==> src/design/c3mbr_pkg.sv <==
// ------------------------------------------------------------------------
// c3mbr_pkg
// Types, field layout and saturation helper of the convolution element.
// ------------------------------------------------------------------------
package c3mbr_pkg;

	localparam int TAPS    = 9;
	localparam int TAP_W   = 16;
	localparam int CH_W    = 10;
	localparam int PROD_W  = 32;
	localparam int GRP_W   = 34;
	localparam int DOT_W   = 36;
	localparam int GROUPS  = 3;

	// Input tdata layout, lowest bit first: tap_0..tap_8, out_channel, first_input.
	localparam int IN_CH_LSB    = TAPS * TAP_W;
	localparam int IN_FIRST_BIT = IN_CH_LSB + CH_W;
	localparam int IN_DATA_W    = 160;

	// Output tdata layout: activation, result_channel.
	localparam int OUT_CH_LSB  = 32;
	localparam int OUT_DATA_W  = 48;

	typedef enum logic [1:0] {
		OP_LOAD = 2'd0,
		OP_MACC = 2'd1,
		OP_POST = 2'd2
	} op_t;

	typedef enum logic [2:0] {
		ST_IDLE,
		ST_GRP,
		ST_DOT,
		ST_WB,
		ST_POST
	} st_t;

	typedef logic signed [TAP_W-1:0]  tap_t;
	typedef logic signed [PROD_W-1:0] prod_t;
	typedef logic signed [GRP_W-1:0]  grp_t;
	typedef logic signed [31:0]       sum_t;

	localparam logic signed [DOT_W-1:0] SAT_MAX = 36'sh0_7FFF_FFFF;
	localparam logic signed [DOT_W-1:0] SAT_MIN = 36'shF_8000_0000;

	// Clamp a wide signed value to the signed 32-bit range.
	function automatic sum_t sat32(input logic signed [DOT_W-1:0] v);
		sum_t r;
		if (v > SAT_MAX) begin
			r = 32'sh7FFF_FFFF;
		end else if (v < SAT_MIN) begin
			r = 32'sh8000_0000;
		end else begin
			r = sum_t'(v[31:0]);
		end
		return r;
	endfunction

endpackage

==> src/design/c3mbr_lane.sv <==
// ------------------------------------------------------------------------
// c3mbr_lane
// One multiplier lane: pixel times weight, registered product.
// ------------------------------------------------------------------------
module c3mbr_lane
	import c3mbr_pkg::*;
(
	input  logic  clk,
	input  logic  en,
	input  tap_t  pixel,
	input  tap_t  weight,
	output prod_t prod_s1
);

	// A Q8.8 by Q8.8 product is exact in 32 bits.
	always_ff @(posedge clk) begin
		if (en) begin
			prod_s1 <= prod_t'(pixel * weight);
		end
	end

endmodule

==> config.mk <==
export PLATFORM = sky130hd
export DESIGN_NAME = c3mbr_lane
export DESIGN_NICKNAME = d
export VERILOG_FILES = /design/src/design/c3mbr_pkg.sv /design/src/design/c3mbr_lane.sv
export SDC_FILE = /design/constraint.sdc
export NUM_CORES = 1
export LEC_CHECK = 0
export BUFFER_PORTS_ARGS = -buffer_cell sky130_fd_sc_hd__clkbuf_2
export CAP_MARGIN = 15
export CORE_UTILIZATION = 35
export DETAILED_ROUTE_END_ITERATION = 8
export PLACE_DENSITY_LB_ADDON = 0.15
export SYNTH_ARGS = -nofsm -noshare
export SYNTH_HDL_FRONTEND = slang
export SYNTH_SLANG_ARGS = --single-unit
==> constraint.sdc <==
create_clock -name clk -period 19.09 [get_ports clk]
set_clock_uncertainty 0.15 [all_clocks]
set_input_delay 1.909 -clock clk [delete_from_list [all_inputs] [get_ports clk]]
set_output_delay 1.909 -clock clk [all_outputs]
set_load 0.005 [all_outputs]
==> qor.csv <==
stage,metric,value,unit
sta,fin_setup_tns,0,ns
cts,clock_sinks,32,
cts,cts.hold.buffers_added,0,
worst_setup_path,critical_path_buf_inv_count,4,
worst_hold_path,worstHoldEndpoint,prod_s1[0]$_DFFE_PP_,
floorplanning,coreArea,0.0306,mm^2
placed_design,place.gp.congestion,0.797,
sta,maxSlewViolCount,0,
sta,worst_pin_slew,0.818,ns
floorplanning,dieArea,0.0318,mm^2
floorplanning,die_h,178,um
layout,multi_input_comb_area,0.00867,mm^2
sta,setup_ws,11.17,ns
sta,finalHoldViolCount,0,
layout,largest_registers,prod_s1 x32,
worst_hold_path,hold_class,input port to flip-flop,
grt,first_global_vias,8011,
layout,largest-register,prod_s1,
detailed_routing,routed_wl,25.1,mm
cts,clk_pin_slew,0.06,ns
cts,cts_max_level,2,
sta,fin_crit_sh,41.5,%
synthesis,synthesis.area,0.0109,mm^2
synthesis,synth.avg_cell_area,9.65,um^2
worst_setup_path,startpoint,pixel[15],
synthesis,synth.top_cell.area_share,48.2,%
worst_setup_path,cp-start-kind,input port,
cts,cts_buffers,5,
synthesis,syn_nets,1505,
placed_design,dp_hpwl,21.6,mm
sta,rsz0062_at_grt,false,
detailed_routing,wl_per_cell,16.1,um
synthesis,yosysWarnings,0,
synthesis,ys_async_sr_fraction,0,%
synthesis,seq_area_frac_synth,8.83,%
detailed_routing,ant_nets,0,
worst_hold_path,min_path_cells,2,
run_status,violations,DRC,
detailed_routing,drc,1,
layout,regArea,961,um^2
worst_setup_path,critPathKind,input port to flip-flop,
synthesis,synth_edf_count,32,
grt,antenna_found_initial,0,
run,drv_cap,0,
detailed_routing,drtIter0Drc,255,
synthesis,ys_ff_latch,32,
placed_design,io_buffers,65,
floorplanning,start_util,35.6,%
floorplanning,placementRows,64,
cts,cts_resized,0,
worst_hold_path,hold_start,weight[0],
floorplanning,io_pins,66,
worst_setup_path,crit_path_frequent_cell,fa_1,
synthesis,synthTopCellsByArea,"fa_1 48%, inv_1 10%, ha_1 9.4%, edfxtp_1 8.8%, and2_1 7.1%",
synthesis,ys_types,49,
detailed_routing,vias_per_cell,4.70,
detailed_routing,num_vias,7331,
layout,area_growth,7.67,%
synthesis,synth_cells,1127,
layout,fill_cells,3176,
sta,setup_viol,0,
worst_setup_path,crit_slowest_cell,fa_1,
run_status,status,finished with violations,
layout,nets,1541,
grt,grt_pass1_wl,40.9,mm
worst_setup_path,path_max_fanout,16,
worst_setup_path,max_stage_delay,0.82,ns
worst_setup_path,required,18.97,ns
grt,track_usage,16.8,%
sta,fmax,126,MHz
placed_design,dp_slack,10.89,ns
layout,antenna_cells,0,
cts,cts_setup_buffers,0,
worst_setup_path,critPathTopFamily,adder cells,
worst_setup_path,path_cells,clkbuf_2 > nand2_1 > inv_1 > fa_1 > fa_1 > fa_1 > fa_1 > fa_1 > inv_1 > fa_1 > inv_1 > ha_1 > and3_1 > and2_2 > nand3_1 > o31ai_1 > o2111ai_1 > o21ai_0 > xnor2_1,
synthesis,synthFlopType,edfxtp_1,
cts,cts_root_buf,clkbuf_16,
layout,largest_reg_flops,32,
synthesis,synth_area_leader_cell,fa_1,
grt,grt_max_degree,33,
floorplanning,dieWidth,178,um
cts,cts_buffer_depth,2,
worst_setup_path,arrival,7.80,ns
sta,relSlewSlack,45.5,%
grt,overflow,0,
cts,cts_tree,built,
detailed_routing,firstDrtPassIters,8,
layout,layout-drive-gt1-share,6.96,%
sta,min_period,7.92,ns
worst_setup_path,critPathCaptureType,flip-flop,
[kinds of logic after synthesis]
family / Yosys count / synth area share (%)
AO/OA/AOI/OAI: 77 / 4.91
XOR/XNOR: 35 / 2.82
AND/OR/NAND/NOR: 311 / 14.3
buffers and inverters: 328 / 11.4
flip-flops: 32 / 8.83
adder cells (fa/ha/maj): 344 / 57.6
[per-layer routing]
layer	routed length, um	track usage, %	up-vias	part of all wire (%)
met1	9930	20.0	3818	40
met5	0	0	-	0
li1	-	-	3391	-
met3	540	1.56	21	2.2
met4	471	3.21	0	1.9
met2	14200	32.6	101	56
[through the flow]
| step | hold slack, ns | std cells | utilization [%] | area, um^2 |
|---|---|---|---|---|
| finish | 2.08 | 1560 | 38.3 | 11700 |
| global route | 2.11 | 1560 | 38.3 | 11700 |
| CTS | 2.08 | 1560 | 38.3 | 11700 |
| detailed placement | 2.16 | 1552 | 37.8 | 11500 |
| global placement | 2.16 | 1552 | 37.8 | 11500 |
| floorplan | 1.87 | 1127 | - | 10900 |
[synth_stat cells (all sizes together), types with 3 or more instances]
cell type  number
edfxtp         32
o31ai           3
nor3            4
buf             4
a21o            7
inv           292
xnor2          31
o21a            4
o21ai          13
and2          124
nand2         132
or3             3
xor2            4
o21bai          4
nand2b          4
a21oi          26
fa            262
o211ai          6
nand3           8
ha             82
clkbuf         32
nor2           25
[cell usage in the layout, fill, tap and decap left out, types with 3 or more instances in the layout]
cell type	netlist	layout
clkbuf_2	0	65
inv_1	292	292
xnor2_1	31	31
nand2_1	132	132
o21bai_1	4	4
and2_1	123	123
o21ai_0	12	12
o31ai_1	3	3
nor2_1	25	25
clkbuf_16	0	5
xor2_1	4	4
nand2b_1	4	4
o21a_1	4	4
ha_1	82	82
fa_1	262	262
a21o_1	6	6
o211ai_1	6	6
nor3_1	4	4
nand3_1	8	8
edfxtp_1	32	32
a21oi_1	26	26
[final cells by class]
class                   count  area share [%]
flip-flops and latches     32            8.20
clock buffers               5            1.07
clock inverters             3           0.320
inverters                 292            9.36
repair buffers             65            2.78
multi-input cells         767            74.0
well taps                 396            4.23
[worst max path at each step]
stage / slack [ns] / end / cells after the start
finish: 11.17 / prod_s1[31]$_DFFE_PP_ / 19
floorplan: 11.40 / prod_s1[29]$_DFFE_PP_ / 20
global placement: 11.01 / prod_s1[29]$_DFFE_PP_ / 20
global route: 10.81 / prod_s1[31]$_DFFE_PP_ / 19
CTS: 11.16 / prod_s1[31]$_DFFE_PP_ / 19
detailed placement: 10.89 / prod_s1[31]$_DFFE_PP_ / 19
Power is not shown: default switching activity piles up to over one toggle a cycle in this logic, so the estimate is an artifact.
