File: src/design/c3mbr_pkg.sv
// ------------------------------------------------------------------------
// c3mbr_pkg
// Types, field layout and saturation helper of the convolution element.
// ------------------------------------------------------------------------
package c3mbr_pkg;

	localparam int TAPS    = 9;
	localparam int TAP_W   = 16;
	localparam int CH_W    = 10;
	localparam int PROD_W  = 32;
	localparam int GRP_W   = 34;
	localparam int DOT_W   = 36;
	localparam int GROUPS  = 3;

	// Input tdata layout, lowest bit first: tap_0..tap_8, out_channel, first_input.
	localparam int IN_CH_LSB    = TAPS * TAP_W;
	localparam int IN_FIRST_BIT = IN_CH_LSB + CH_W;
	localparam int IN_DATA_W    = 160;

	// Output tdata layout: activation, result_channel.
	localparam int OUT_CH_LSB  = 32;
	localparam int OUT_DATA_W  = 48;

	typedef enum logic [1:0] {
		OP_LOAD = 2'd0,
		OP_MACC = 2'd1,
		OP_POST = 2'd2
	} op_t;

	typedef enum logic [2:0] {
		ST_IDLE,
		ST_GRP,
		ST_DOT,
		ST_WB,
		ST_POST
	} st_t;

	typedef logic signed [TAP_W-1:0]  tap_t;
	typedef logic signed [PROD_W-1:0] prod_t;
	typedef logic signed [GRP_W-1:0]  grp_t;
	typedef logic signed [31:0]       sum_t;

	localparam logic signed [DOT_W-1:0] SAT_MAX = 36'sh0_7FFF_FFFF;
	localparam logic signed [DOT_W-1:0] SAT_MIN = 36'shF_8000_0000;

	// Clamp a wide signed value to the signed 32-bit range.
	function automatic sum_t sat32(input logic signed [DOT_W-1:0] v);
		sum_t r;
		if (v > SAT_MAX) begin
			r = 32'sh7FFF_FFFF;
		end else if (v < SAT_MIN) begin
			r = 32'sh8000_0000;
		end else begin
			r = sum_t'(v[31:0]);
		end
		return r;
	endfunction

endpackage

File: src/design/c3mbr_merge.sv
// ------------------------------------------------------------------------
// c3mbr_merge
// Two-level registered adder tree that merges the lane products.
// ------------------------------------------------------------------------
module c3mbr_merge
	import c3mbr_pkg::*;
(
	input  logic  clk,
	input  prod_t prod [TAPS],
	output sum_t  dot_s3
);

	grp_t grp_s2 [GROUPS];

	// First level: three groups of three products, exact.
	always_ff @(posedge clk) begin
		for (int g = 0; g < GROUPS; g++) begin
			grp_s2[g] <= grp_t'(prod[3*g]) + grp_t'(prod[3*g+1]) + grp_t'(prod[3*g+2]);
		end
	end

	// Second level: exact nine-term sum, then one saturation to 32 bits.
	always_ff @(posedge clk) begin
		dot_s3 <= sat32(DOT_W'(grp_s2[0]) + DOT_W'(grp_s2[1]) + DOT_W'(grp_s2[2]));
	end

endmodule

File: config.mk
export PLATFORM = sky130hd
export DESIGN_NAME = c3mbr_merge
export DESIGN_NICKNAME = d
export VERILOG_FILES = /design/src/design/c3mbr_pkg.sv /design/src/design/c3mbr_merge.sv
export SDC_FILE = /design/constraint.sdc
export NUM_CORES = 1
export LEC_CHECK = 0
export BUFFER_PORTS_ARGS = -buffer_cell sky130_fd_sc_hd__buf_2
export CAP_MARGIN = 40
export CORE_UTILIZATION = 45
export CTS_CLUSTER_DIAMETER = 80
export DETAILED_ROUTE_END_ITERATION = 7
export PLACE_DENSITY = 0.69
export SLEW_MARGIN = 20
export SYNTH_ARGS = -nofsm -noshare
export SYNTH_HDL_FRONTEND = slang
export SYNTH_SLANG_ARGS = --single-unit
File: constraint.sdc
create_clock -name clk -period 5.3 [get_ports clk]
set_input_delay 0.265 -clock clk [delete_from_list [all_inputs] [get_ports clk]]
set_output_delay 0.265 -clock clk [all_outputs]
set_load 0.005 [all_outputs]
==> results.json, run 1 <==
{
  "gp_congestion": 0.892,
  "final_nets": 2134,
  "avgSynthCellArea_um2": 9.60,
  "wl_um": 30000,
  "cts_resized": 0,
  "syn_area_um2": 12200,
  "diodes": 0,
  "setup_viol": 0,
  "viasPerCell": 5.32,
  "timing.rr.end": "dot_s3[23]$_SDFF_PN1_",
  "critPathMaxStageDelay_ps": 540,
  "holdBufCountCts": 0,
  "syn_nets": 1821,
  "initial_core_util_pct": 46.3,
  "crit_fanout": 31,
  "cp.required_ps": 5630,
  "worst_path_dominant_cell_family": "compound AO/OA/AOI/OAI gates",
  "final_area_um2": 14700,
  "async_flop_share_pct": 0,
  "r2r_setup_slack_ps": 1510,
  "placedInstanceArea_um2": 14100,
  "max-vdd-ir-drop_v": 0.000661,
  "rsz0062_at_grt": "no",
  "synth_edf_count": 0,
  "synth_warnings": 0,
  "grt_max_degree": 32,
  "path_cells": "fa_1, ha_1, inv_1, fa_1, nand2b_1, a211oi_2, o21ai_1, a31oi_1, a221oi_2, xnor2_1, nand2_1, o31a_2, o31ai_1",
  "drc_errors": 17,
  "rows": 59,
  "drt_iter0_drc": 591,
  "vias": 10300,
  "synth_flop_cell": "dfxtp_1",
  "synth-seq-area-share_pct": 22.0,
  "critPathBufInv": 1,
  "area_delta_synth_final_pct": 20.9,
  "grt-ovfl-total": 0,
  "layout-drive-gt1-share_pct": 22.9,
  "dieArea_um2": 27700,
  "min_period_ps": 3790,
  "ys_top_cells_by_area": "dfxtp_1 22%, fa_1 22%, ha_1 13%",
  "failed_checks": "DRC",
  "powerDensity_nw_per_um2": 787,
  "min_path_type": "primary input to register",
  "grt.total_usage_pct": 22.1,
  "slew_violations": 0,
  "ant_nets": 0,
  "drv_cap": 0,
  "r2r.worst_path.cells": 13,
  "fin_skew_ps": 7.02,
  "hold_depth": 4,
  "die_h_um": 166,
  "hold_start": "prod[256]",
  "yosysUniqueCellTypes": 67,
  "synth_top_area_share_pct": 22.0,
  "min_to": "grp_s2[0][0]$_DFF_P_",
  "post_cts_buffers": 0,
  "synth_cells": 1268,
  "yosysTopAreaCell": "dfxtp_1",
  "critical_path_class": "register to register",
  "core_area_um2": 26300,
  "pin_count": 321,
  "crit_slowest_cell": "fa_1",
  "fmax_ghz": 0.264,
  "worstPathArrival_ps": 4120,
  "grt_pass1_wl_um": 49300,
  "timing.final.crit_share_pct": 71.5,
  "final_common_cell": "buf_2",
  "root_buffer": "clkbuf_16",
  "htree_levels": 4,
  "grt_pass1_vias": 10200,
  "fin_tns_setup_ps": 0,
  "cts_tree": "done",
  "clock_latency_ps": 420,
  "wl_per_cell_um": 15.6,
  "io_buffers": 320,
  "hpwl_um": 26000,
  "status": "finished, violations left",
  "worstMarginPinSlew_ps": 657,
  "end_kind": "register",
  "finalHoldViolations": 0,
  "first_pass_iters": 7,
  "ys_seq_elements": 134,
  "leakagePower_uw": 0.00690,
  "crit_top_cell": "fa_1",
  "r2r_start": "grp_s2[0][1]$_DFF_P_",
  "antenna_found_initial": 1,
  "cts_max_path_buffers": 2,
  "die_x_um": 166,
  "numCtsBuffers": 17,
  "cts_sinks": 134,
  "final_cell_mix": "320 x buf_2, 134 x fa_1, 134 x dfxtp_1",
  "path_clk_slew_ps": 60,
  "cp.depth": 13,
  "cp-start-kind": "register",
  "relSlewSlack_pct": 55.7
}
[Yosys cell counts, drive strengths merged (10+ instances only)]
| cell | instances |
|---|---|
| inv | 66 |
| o21a | 14 |
| o21bai | 14 |
| nor2b | 20 |
| nor2 | 75 |
| ha | 130 |
| nand4 | 15 |
| dfxtp | 134 |
| nor3 | 22 |
| o31ai | 10 |
| and3 | 14 |
| a21o | 54 |
| a31oi | 14 |
| nand3 | 28 |
| buf | 12 |
| clkbuf | 15 |
| nand2b | 22 |
| xnor2 | 70 |
| a21oi | 105 |
| o21ai | 90 |
| nand2 | 70 |
| a211oi | 13 |
| fa | 134 |
| xor2 | 32 |
[cells by family (layout without fill, tap and decap cells)]
kind of cell | after synthesis | count (layout) | share of synthesized area [%]
xor+xnor | 102 | 102 | 7.34
fa+ha+maj | 264 | 264 | 35.4
compound gates | 380 | 380 | 20.2
flops | 134 | 134 | 22.0
mux | 3 | 3 | 0.247
buf+inv | 93 | 419 | 3.02
simple gates | 292 | 292 | 11.7
[sequential cells by signal (all words and copies together) (netlist names)]
signal / flops
dot_s3: 32
grp_s2: 102
[layer usage]
layer / up-vias / routed length (um) / global-route usage (%)
li1: 5160 / - / -
met1: 4732 / 14000 / 30.2
met2: 336 / 13900 / 36.9
met3: 35 / 1680 / 3.33
met4: 2 / 444 / 5.35
met5: - / 14 / 0
[cell type report]
type	instances	area, um^2
fillers	2417	11600
repair buffers	321	1610
clock buffers	19	433
multi-input cells	1041	9120
clock inverters	13	204
flip-flops and latches	134	2680
inverters	66	248
well taps	335	419
[stage by stage]
stage	util, %	instances	power [uW]	hold slack [ps]	worst slack (ps)
after floorplan	-	1268	8310	533	1960
after global placement	53.6	1897	10100	644	1350
after detailed placement	53.6	1897	10300	639	1310
after CTS	56.0	1929	11600	218	1470
after global routing	56.0	1929	12800	225	1200
final	56.0	1929	11600	235	1510
[power breakdown]
part | leakage [uW] | switching [uW] | internal (uW)
clock network | 0.000311 | 431 | 833
logic | 0.00546 | 5010 | 3490
registers | 0.00113 | 263 | 1570
[worst reg2reg max path: cells and delay by family, from the launching register on]
kind,cells,cell delay [ps]
AO/OA/AOI/OAI,6,1740
adder cells (fa/ha/maj),3,1130
flip-flops,1,310
AND/OR/NAND/NOR,2,270
XOR/XNOR,1,200
buffers and inverters,1,60
[how the worst max path moves through the flow]
stage | from | endpoint | slack [ps]
after global routing | grp_s2[0][14]$_DFF_P_ | dot_s3[25]$_SDFF_PN1_ | 1200
after CTS | grp_s2[0][1]$_DFF_P_ | dot_s3[23]$_SDFF_PN1_ | 1470
after global placement | prod[97] | grp_s2[0][67]$_DFF_P_ | 1350
after floorplan | grp_s2[0][1]$_DFF_P_ | dot_s3[6]$_SDFF_PN1_ | 1960
final | grp_s2[0][1]$_DFF_P_ | dot_s3[23]$_SDFF_PN1_ | 1510
after detailed placement | prod[97] | grp_s2[0][65]$_DFF_P_ | 1310
Power figures use the tool's default switching activity.
==> run 2, diff against run 1 <==
- ABC_AREA: unset -> 1
- PLACE_DENSITY: 0.69 -> 0.68
- clock period: 5.3 -> 3.7 ns (I/O delays scaled with it)
==> run 2 against run 1 <==
- the run now ends clean
- largest cell class unchanged
- cell area increased by 8.9%
- hold slack lost 110 ps
- routed wire length grew 31%
- sequential share of layout area is 1.5 points lower
- utilization decreased by 0.48 points
- die area is 9.2% higher
- via count rose by 20%
- synthesized cell count up 34%
- clock skew is 8.4 ps higher
- worst setup slack got worse by 1200 ps
- critical path depth unchanged
==> results.json, run 2 <==
{
  "diodes": 0,
  "final_area_um2": 16000,
  "core_area_um2": 28900,
  "finalHoldViolations": 0,
  "relSlewSlack_pct": 45.9,
  "io_buffers": 320,
  "synth-seq-area-share_pct": 20.2,
  "critPathMaxStageDelay_ps": 550,
  "grt_pass1_vias": 12200,
  "layout-drive-gt1-share_pct": 19.7,
  "path_clk_slew_ps": 70,
  "initial_core_util_pct": 46.1,
  "drc_errors": 0,
  "crit_fanout": 3,
  "post_cts_buffers": 0,
  "synth_warnings": 0,
  "wl_per_cell_um": 16.1,
  "slew_violations": 0,
  "min_path_type": "primary input to register",
  "ys_seq_elements": 134,
  "setup_viol": 0,
  "pin_count": 321,
  "timing.final.crit_share_pct": 90.8,
  "viasPerCell": 5.06,
  "path_cells": "fa_1, ha_1, inv_1, fa_1, inv_1, nand2_1, nand3_1, a21oi_1, o21ai_0, a21oi_1, xnor2_1, nand2_1, nand2_1",
  "cp.required_ps": 4070,
  "crit_top_cell": "nand2_1",
  "crit_slowest_cell": "fa_1",
  "cts_sinks": 134,
  "synth_edf_count": 0,
  "placedInstanceArea_um2": 15400,
  "fmax_ghz": 0.298,
  "final_cell_mix": "416 x nand2_1, 320 x buf_2, 195 x inv_1",
  "grt-ovfl-total": 0,
  "largest_reg_flops": 102,
  "syn_nets": 2249,
  "grt.total_usage_pct": 27.0,
  "worstPathArrival_ps": 3730,
  "vias": 12300,
  "async_flop_share_pct": 0,
  "cts_tree": "done",
  "status": "finished clean",
  "rows": 62,
  "clock_latency_ps": 430,
  "die_x_um": 174,
  "numCtsBuffers": 17,
  "cp-start-kind": "register",
  "holdBufCountCts": 0,
  "synth_most_common_cell": "nand2_1",
  "grt_pass1_wl_um": 64100,
  "top_register": "grp_s2",
  "ant_nets": 0,
  "area_delta_synth_final_pct": 20.4,
  "hpwl_um": 35300,
  "ys_top_cells_by_area": "dfxtp_1 20%, fa_1 20%, ha_1 12%",
  "htree_levels": 4,
  "drv_cap": 0,
  "synthTopCellsByCount": "416 x nand2_1, 195 x inv_1, 141 x a21oi_1, 135 x nor2_1",
  "fin_tns_setup_ps": 0,
  "worstMarginPinSlew_ps": 804,
  "synth_cells": 1696,
  "die_h_um": 174,
  "first_pass_iters": 5,
  "min_period_ps": 3360,
  "end_kind": "register",
  "fin_skew_ps": 15.4,
  "wl_um": 39400,
  "grt_max_degree": 32,
  "antenna_found_initial": 0,
  "avgSynthCellArea_um2": 7.84,
  "cts_max_path_buffers": 2,
  "largestRegisters": "grp_s2 x102, dot_s3 x32",
  "critical_path_class": "register to register",
  "yosysUniqueCellTypes": 40,
  "root_buffer": "clkbuf_16",
  "gp_congestion": 0.925,
  "whs_ps": 128,
  "syn_area_um2": 13300,
  "cts_resized": 0,
  "synth_top_area_share_pct": 20.2,
  "drt_iter0_drc": 845,
  "yosysTopAreaCell": "dfxtp_1",
  "dieArea_um2": 30200,
  "final_nets": 2595,
  "rsz0062_at_grt": "no",
  "final_common_cell": "nand2_1",
  "synth_flop_cell": "dfxtp_1"
}
run 2: cell count changes in the layout (fill, tap and decap cells not counted), moves of 36 or more:
cell	delta
nand2_1	+346
inv_1	+129
nor2_1	+60
xor2_1	+48
nand3_1	+42
xnor2_1	-37
a21oi_1	+36
run 2: area by class of cell:
class	instances	area (um^2)
clock buffers	18	429
inverters	197	739
flip-flops and latches	134	2680
clock inverters	14	165
multi-input cells	1359	9810
repair buffers	333	1710
fillers	2816	12800
well taps	384	480
run 2: worst paths after layout:
path,start,end,slack [ps],cells past startpoint
max,grp_s2[0][1]$_DFF_P_,dot_s3[27]$_SDFF_PN1_,340,13
max reg2reg,grp_s2[0][1]$_DFF_P_,dot_s3[27]$_SDFF_PN1_,340,13
min,prod[64],grp_s2[0][68]$_DFF_P_,130,4
min reg2reg,grp_s2[0][68]$_DFF_P_,dot_s3[0]$_SDFF_PN1_,680,3
run 2: logic make-up (layout without fill, tap and decap cells):
family                   count (synthesis)  after routing  synth area share (%)
AND/OR/NAND/NOR                        709            709                  22.2
AO/OA/AOI/OAI                          273            273                  11.7
adder cells (fa/ha/maj)                264            264                  32.4
buffers and inverters                  203            562                  6.10
flip-flops                             134            134                  20.2
XOR/XNOR                               113            113                  7.44
run 2: layer usage:
metal	vias to the layer above	GRT usage, %	wire, um	share of wire (%)
li1	6232	-	-	-
met1	5679	38.7	18900	48
met2	407	44.9	18100	46
met3	24	2.34	1980	5.0
met4	0	4.90	381	0.97
met5	-	0	0	0
run 2: critical path, delay by kind of cell, from the launching register on:
family	cells	cell delay, ps
AND/OR/NAND/NOR	4	330
adder cells (fa/ha/maj)	3	1280
XOR/XNOR	1	400
flip-flops	1	320
buffers and inverters	2	240
AO/OA/AOI/OAI	3	730
run 2: stage by stage:
stage                     setup WS, ps  cells  util (%)
final                              342   2439      55.5
after detailed placement           449   2407      53.4
after global routing               200   2439      55.5
after global placement             389   2407      53.4
after floorplan                    946   1696         -
after CTS                          419   2439      55.5
Power of run 2 is not shown: default switching activity piles up to over one toggle a cycle in this logic, so the estimate is an artifact.
==> run 3, diff against run 2 <==
- CTS_BUF_LIST: unset -> sky130_fd_sc_hd__clkbuf_16
==> run 3 against run 2 <==
- worst setup slack worse by 22 ps
- sequential cell count stayed put
- global-route usage hardly changed
- clock skew hardly changed
- fmax is 0.66% lower
- cell area stayed put
- via count hardly changed
- highest routed layer unchanged
- critical path type unchanged
- final cell count stayed put
==> results.json, run 3 (synthesis results as in run 2) <==
{
  "status": "finished clean",
  "crit_fanout": 3,
  "worst_path_dominant_cell_family": "adder cells",
  "crit_top_cell": "nand2_1",
  "min_period_ps": 3380,
  "die_x_um": 174,
  "grt_pass1_wl_um": 64100,
  "dieArea_um2": 30200,
  "final_nets": 2595,
  "fin_tns_setup_ps": 0,
  "hpwl_um": 35300,
  "hold_depth": 4,
  "endpoint": "dot_s3[27]$_SDFF_PN1_",
  "area_delta_synth_final_pct": 20.4,
  "diodes": 0,
  "critPathLaunch": "grp_s2[0][1]$_DFF_P_",
  "grt.total_usage_pct": 27.0,
  "rows": 62,
  "timing.final.crit_share_pct": 91.4,
  "cp-start-kind": "register",
  "post_cts_buffers": 0,
  "initial_core_util_pct": 46.1,
  "worstMarginPinSlew_ps": 783,
  "fillers": 2816,
  "drt_iter0_drc": 899,
  "setup_viol": 0,
  "io_buffers": 320,
  "wl_per_cell_um": 16.1,
  "vias": 12300,
  "cp.depth": 13,
  "clock_latency_ps": 430,
  "timing.rr.end": "dot_s3[27]$_SDFF_PN1_",
  "post-place-cells": 2407,
  "relSlewSlack_pct": 47.3,
  "wl_um": 39400,
  "die_h_um": 174,
  "final_common_cell": "nand2_1",
  "htree_levels": 4,
  "path_clk_slew_ps": 70,
  "final_cells": 2439,
  "r2r_setup_slack_ps": 320,
  "cts_max_path_buffers": 2,
  "worstPathArrival_ps": 3750,
  "r2r_start": "grp_s2[0][1]$_DFF_P_",
  "end_kind": "register",
  "cp.required_ps": 4070,
  "crit_slowest_cell": "fa_1",
  "cts_sinks": 134,
  "grt_pass1_vias": 12200,
  "cts_tree": "done",
  "cts_resized": 0,
  "drv_cap": 0,
  "grt_max_degree": 32,
  "gp_congestion": 0.925,
  "top_register": "grp_s2",
  "slew_violations": 0,
  "fmax_ghz": 0.296,
  "numCtsBuffers": 17,
  "rsz0062_at_grt": "no",
  "root_buffer": "clkbuf_16",
  "critPathMaxStageDelay_ps": 550,
  "layout-drive-gt1-share_pct": 19.7,
  "largest_reg_flops": 102,
  "holdBufCountCts": 0,
  "path_cells": "fa_1, ha_1, inv_1, fa_1, inv_1, nand2_1, nand3_1, a21oi_1, o21ai_0, a21oi_1, xnor2_1, nand2_1, nand2_1",
  "drc_errors": 0,
  "fin_skew_ps": 15.0,
  "pin_count": 321,
  "antenna_found_initial": 0,
  "core_area_um2": 28900,
  "critPathBufInv": 2,
  "finalHoldViolations": 0,
  "viasPerCell": 5.06,
  "ant_nets": 0,
  "grt-ovfl-total": 0,
  "critical_path_class": "register to register",
  "final_cell_mix": "416 x nand2_1, 320 x buf_2, 196 x inv_1",
  "min_path_type": "primary input to register",
  "r2r.worst_path.cells": 13,
  "largestRegisters": "grp_s2 x102, dot_s3 x32",
  "first_pass_iters": 5
}
-- run 3: cell types whose count changed in the layout (fill, tap and decap cells not counted) --
cell,delta
clkbuf_1,-1
inv_1,+1
-- run 3: worst min-delay path by stage --
stage                     startpoint                     to  slack, ps
3_5_place_dp   dot_s3[14]$_SDFF_PN1_             dot_s3[14]        560
4_1_cts                     prod[64]  grp_s2[0][68]$_DFF_P_        110
3_3_place_gp    dot_s3[8]$_SDFF_PN1_              dot_s3[8]        560
6_report                    prod[64]  grp_s2[0][68]$_DFF_P_        120
5_1_grt                     prod[64]  grp_s2[0][68]$_DFF_P_        150
2_1_floorplan              prod[256]   grp_s2[0][0]$_DFF_P_        450
-- run 3: stage by stage --
step / instance area (um^2) / worst slack (ps) / utilization, % / hold slack [ps]
5_1_grt: 16000 / 198 / 55.5 / 148
4_1_cts: 16000 / 419 / 55.5 / 109
3_3_place_gp: 15400 / 389 / 53.4 / 561
6_report: 16000 / 320 / 55.5 / 125
3_5_place_dp: 15400 / 449 / 53.4 / 559
2_1_floorplan: 13300 / 946 / - / 453
-- run 3: area by class of cell --
type | instances | area, um^2 | area share, %
Inverter | 197 | 739 | 4.62
Tap cell | 384 | 480 | 3.00
Clock buffer | 17 | 425 | 2.66
Sequential cell | 134 | 2680 | 16.7
Multi-Input combinational cell | 1359 | 9810 | 61.2
Timing Repair Buffer | 333 | 1710 | 10.7
Clock inverter | 15 | 169 | 1.05
-- run 3: worst min-delay path, delay by kind of cell --
kind,cells,cell delay [ps]
buffers and inverters,3,180
adders and majority gates,1,150
-- run 3: layer usage --
metal / part of all wire [%] / track usage, % / vias up
met3: 4.8 / 2.34 / 26
li1: - / - / 6230
met1: 48 / 38.7 / 5706
met2: 46 / 44.9 / 378
met5: 0 / 0 / -
met4: 1.0 / 4.90 / 0
Power of run 3 is left out for the same reason.
